<file path="config.mk">
export PLATFORM = sky130hd
export DESIGN_NAME = tq_queue
export DESIGN_NICKNAME = d
export VERILOG_FILES = /design/src/hdl/tq_pkg.sv /design/src/hdl/tq_queue.sv
export SDC_FILE = /design/constraint.sdc
export NUM_CORES = 1
export LEC_CHECK = 0
export BUFFER_PORTS_ARGS = -buffer_cell sky130_fd_sc_hd__buf_2
export CAP_MARGIN = 20
export CORE_MARGIN = 3
export CORE_UTILIZATION = 45
export CTS_CLUSTER_SIZE = 28
export DETAILED_ROUTE_END_ITERATION = 8
export PLACE_DENSITY = 0.77
export SYNTH_ARGS = -nofsm -noshare
export SYNTH_HDL_FRONTEND = slang
export SYNTH_SLANG_ARGS = --single-unit
</file>
<file path="constraint.sdc">
create_clock -name clk -period 3.55 [get_ports clk]
set_clock_uncertainty 0.1 [all_clocks]
set_input_delay 0.355 -clock clk [delete_from_list [all_inputs] [get_ports clk]]
set_output_delay 0.355 -clock clk [all_outputs]
set_load 0.01 [all_outputs]
</file>
<file path="src/hdl/tq_pkg.sv">
// Shared types and constants for the triangular quantile unit.
`default_nettype none
package tq_pkg;
    localparam int PROB_W = 18;
    localparam int VAL_W  = 32;
    localparam int DIFF_W = 33;
    localparam int RAD_W  = 64;
    localparam int ROOT_W = 32;

    typedef struct packed {
        logic                    invalid;
        logic                    lower_branch;
        logic signed [VAL_W-1:0] base;
        logic [RAD_W-1:0]        radicand;
    } tq_job_t;
endpackage
`default_nettype wire

</file>
<file path="src/hdl/tq_queue.sv">
// Short request queue between the front end and the square root pipeline.
`default_nettype none
module tq_queue (
    input  wire logic            clk,
    input  wire logic            rst_n,
    input  wire logic            wr_valid,
    output logic                 wr_stall,
    input  wire tq_pkg::tq_job_t wr_data,
    output logic                 rd_valid,
    output tq_pkg::tq_job_t      rd_data,
    input  wire logic            rd_stall
);
    import tq_pkg::*;

    tq_job_t    mem_reg [4];
    logic [1:0] wr_ptr_reg, rd_ptr_reg;
    logic [2:0] count_reg;
    logic       push, pop;

    assign wr_stall = (count_reg == 3'd4);
    assign rd_valid = (count_reg != 3'd0);
    assign rd_data = mem_reg[rd_ptr_reg];
    assign push = wr_valid && !wr_stall;
    assign pop = rd_valid && !rd_stall;

    always_ff @(posedge clk or negedge rst_n)
    begin
        if (!rst_n)
        begin
            wr_ptr_reg <= '0;
            rd_ptr_reg <= '0;
            count_reg  <= '0;
        end
        else
        begin
            if (push)
                wr_ptr_reg <= wr_ptr_reg + 2'd1;
            if (pop)
                rd_ptr_reg <= rd_ptr_reg + 2'd1;
            count_reg <= count_reg + 3'(push) - 3'(pop);
        end
    end

    always_ff @(posedge clk)
    begin
        if (push)
            mem_reg[wr_ptr_reg] <= wr_data;
    end
endmodule
`default_nettype wire

</file>
* Yosys cells after proc, flatten, opt, wreduce, memory -nomap -nowiden
Memories as Yosys holds them, arrays and structs flattened.
Cells that the tools add are included.
** Word-level totals
- RAM bits :: 392
- Output and inout bits :: 100
- Word-level logic and storage cells :: 16
- Memories :: 1
- Input port bits :: 102
- Flip-flop bits (word level) :: 7
** Cells by class
- Reductions and logical operators :: 5
- Muxes and demuxes :: 2
- Eq/ne operators :: 1
- Add/sub/neg operators :: 4
** Memories
- mem_reg :: depth 4, bits a word 98, read ports 1, clocked after Yosys merged registers in 0, write ports 1, line tq_queue.sv:15 : tq_job_t mem_reg [4];
** Operators by type and width (count)
- $add A2 B1 Y2 const B :: 2
- $add A3 B1 Y3 :: 1
- $eq A3 B3 Y1 const B :: 1
- $reduce_bool A3 Y1 :: 1
- $sub A3 B1 Y3 :: 1
- $logic_and A1 B1 Y1 :: 2
- $logic_not A1 Y1 :: 2
- $mux W1 :: 2

* Logic depth before layout (Yosys ltp)
- Depth in word-level cells :: 5
- Mapped depth :: 10
- Mapped depth without buffers :: 10

* Least setup slack after synthesis
Ideal clock, no wire load.
- Kind :: register to register
- Start point :: reg count_reg[2]
- End point :: mem mem_reg[2][0] (netlist bit), enable pin
- Slack :: -0.211 ns
- Clock period less this slack :: 3.761 ns
- Stages on the path, launching flop included :: 4
- Arrival :: 3.193 ns
- Data required time :: 2.982 ns
- Buffers on the path :: 0
- Library setup time :: 0.468 ns
- Cells stage by stage :: dfrtp_1 > nor3b_1 > nor2b_1 > and2_1
** Between the ends
- Longest elaborated chain between the ends :: 5
** RTL lines
- start, declared :: line tq_queue.sv:17 : logic [2:0] count_reg;
- start signal, assigned :: line tq_queue.sv:40 : count_reg <= count_reg + 3'(push) - 3'(pop);
- $eq A3 B3 Y1 :: line tq_queue.sv:20 : assign wr_stall = (count_reg == 3'd4);
- via wr_stall :: line tq_queue.sv:7 : output logic wr_stall,
- $logic_not A1 Y1 :: line tq_queue.sv:23 : assign push = wr_valid && !wr_stall;
- $logic_and A1 B1 Y1 :: line tq_queue.sv:23
- $mux W1 :: line tq_queue.sv:46 : if (push)
- $mux W1 (implied by the code) :: line tq_queue.sv:47 : mem_reg[wr_ptr_reg] <= wr_data;
- end, declared :: line tq_queue.sv:15
The timed path passes the listed nets, and every way through them passes these cells.

==> impl_metrics.csv <==
group,metric,value,unit
critical_path,reg2reg_depth,10,
critical_path,max_stage_delay,0.88,ns
logic_synthesis,yosys.area.top_type,"edfxtp_1",
timing,finalCritPeriodShare,0.8317,
timing,rsz0062_at_grt,"no",
cts,cts_tree,"built",
floorplanning,start_util,0.4609,
logic_synthesis,synth.most_common_cell,"edfxtp_1",
critical_path,r2r-start,"count_reg[2]",
drt,wl_per_cell,20.73,µm
logic_synthesis,syn_inst,549,
critical_path,worstSetupPathType,"reg -> out",
timing,fin_setup_tns,0,ns
global_route,grt_pass1_vias,7726,
cts,cts_buffers,40,
worst_hold_path,hold_path_depth,3,
critical_path,reg2reg_to,"count_reg[2]",
logic_synthesis,syn-num-nets,658,
logic_synthesis,ys_seq_area_frac,0.8150,
critical_path,cp.required,3.09,ns
critical_path,crit_family,"flip-flops",
logic_synthesis,synth_edf_count,392,
logic_synthesis,synthTopCellsByCount,"edfxtp_1, mux4_2, buf_12, buf_2",
logic_synthesis,yosys_register_bits,399,
finish,area_delta_synth_final,26.05,%
floorplanning,die_x,186.5,µm
critical_path,slowest_stage,"dfrtp_4",
logic_synthesis,async_flop_share,0.01754,
global_route,grt_antenna_before_repair,2,
pwr,ir_drop,0.4551,mV
pwr,p_leak,6.379,nW
drt,num_vias,6816,
place,placed_area,16170,µm²
place,gp_congestion,0.7053,
global_route,globalRouteTotalUtil,0.1626,
critical_path,ff2ff_setup_slack,0.94,ns
worst_hold_path,min-delay-start,"rd_stall",
timing,finalHoldViolations,0,
timing,period_needed,2.952,ns
timing,final_max_slew_viol_count,0,
global_route,grt_overflow_total,0,
logic_synthesis,ys.flop_type,"edfxtp_1",
timing,worst_pin_slew,0.6797,ns
logic_synthesis,avgSynthCellArea,26.70,µm²
status,status,"finished clean",
critical_path,cp_cell_sequence,"buf_4 > mux4_2 > buf_2",
timing,setup_viol,0,
cts,clkTransAtPathRegs,0.06,ns
cts,cts_sinks,399,
cts,root_buffer,"clkbuf_16",
cts,post_cts_buffers,0,
critical_path,crit_path_max_fanout,33,
critical_path,critPathArrivalTime,2.50,ns
place,io_buffers,201,
floorplanning,die_area,34770,µm²
timing,relSlewSlack,0.5469,
floorplanning,core,31800,µm²
drt,vias_per_cell,5.053,
job,max_cap_violations,0,
drt,firstDrtPassIters,4,
critical_path,end_kind,"output pin",
place,hpwlAfterDp,16.42,mm
critical_path,cp_num_buf_inv,2,
finish,nets,994,
finish,num-fill-cells,2284,
floorplanning,ios,202,
logic_synthesis,synth_cell_types,20,
worst_hold_path,hp-class,"in -> reg",
cts,h-tree-depth,2,
global_route,grt_max_degree,99,
logic_synthesis,synth_warnings,0,
pwr,power,0.01495,W
global_route,grt_pass1_wl,44.20,mm
logic_synthesis,yosysTopAreaCellShare,0.8031,
cts,insertion_delay,0.51,ns
timing,fmax,0.3387,GHz
timing,whs,0.06031,ns
floorplanning,die_height,186.5,µm
drt,first_iter_violations,306,
pwr,p_per_area,809.3,nW/µm²
cts,clockBufferDepth,3,
finish,drive_above_1_share,0.4112,
drt,routed_wl,27.97,mm
cts,post_cts_resized,0,
critical_path,cp-start-kind,"register",
drt,drcViolationCount,0,
finish,fin_area,18480,µm²
drt,detail-route-antenna-nets,0,
logic_synthesis,synth.area.top_cells,"edfxtp_1, mux4_2, buf_12",
logic_synthesis,syn-cell-area,14660,µm²
finish,largest_reg_flops,392,
worst_hold_path,holdPathEnd,"rd_ptr_reg[1]",
floorplanning,rows,65,
==> layout by cell type, fill, tap and decap left out, drive strengths merged <==
master and instances:
ha 6, fa 1, inv 7, nor2 1
clkbuf 46, o22ai 1, clkinv 17, buf 216
xor2 2, nor2b 1, dfrtp 7, and2 4
xnor2 3, bufinv 6, nand2 1, nor3 1
diode 2, mux4 98, dlygate4sd3 100, edfxtp 392
nor3b 2
==> metal layers <==
metal  routed length (µm)  track usage
met4                  689      0.04885
met1                10890       0.2006
met3                 1672      0.04002
met2                14710       0.2871
met5                    0            0
==> worst reg2reg max path, cell delays in order (launching register included) <==
cell	delay, ns
dfrtp_1	0.41
nor3b_1	0.19
nor2b_1	0.46
inv_1	0.09
ha_1	0.31
inv_1	0.05
ha_1	0.12
inv_1	0.05
fa_1	0.40
xnor2_1	0.20
xnor2_1	0.15
==> power by group <==
| group | leakage (nW) | total [W] | switching [W] | internal, W |
|---|---|---|---|---|
| Sequential | 3.67 | 0.00661 | 0.000399 | 0.00621 |
| Combinational | 2.07 | 0.00418 | 0.00216 | 0.00203 |
| Clock | 0.639 | 0.00416 | 0.00163 | 0.00253 |
==> per-stage QoR <==
stage,cells,setup WS (ns),utilization
finish,1349,0.5975,0.5810
global route,1349,0.4223,0.5810
CTS,1347,0.5160,0.5809
detailed placement,1178,1.027,0.5085
global placement,1178,1.103,0.5085
floorplan,549,0.8601,-
==> kinds of logic after synthesis <==
group | share of synthesized area
AOI/OAI and AO/OA | 0.0004271
xor gates and xnor gates | 0.002988
adders and majority gates | 0.006487
buffers and inverters | 0.02015
DFF | 0.8150
muxes | 0.1506
and+or+nand+nor | 0.004353
==> what timing repair did <==
action / 4_1_cts / 5_1_grt
endpoints found under the hold margin: 400 / 0
hold buffers: 100 / 0
endpoints found under the setup margin: 0 / 0
==> cell type report <==
| class | count | area [µm²] | area share |
|---|---|---|---|
| diodes | 2 | 5.005 | 0.0002709 |
| clock buffers | 46 | 1045 | 0.05654 |
| clock inverters | 23 | 256.5 | 0.01388 |
| inverters | 7 | 26.28 | 0.001422 |
| multi-input cells | 121 | 2426 | 0.1313 |
| flip-flops and latches | 399 | 11950 | 0.6470 |
| well taps | 435 | 544.3 | 0.02946 |
| repair buffers | 316 | 2220 | 0.1201 |
==> how the worst max path moves through the flow <==
stage | start | cells after the start | end
4_1_cts | rd_ptr_reg[0] | 3 | rd_data[10]
5_1_grt | rd_ptr_reg[0] | 3 | rd_data[79]
3_3_place_gp | rd_ptr_reg[0] | 3 | rd_data[79]
3_5_place_dp | count_reg[2] | 10 | count_reg[2]
2_1_floorplan | count_reg[2] | 3 | mem_reg[0][0]
6_report | rd_ptr_reg[0] | 3 | rd_data[79]
(Power assumes the default switching activity.)
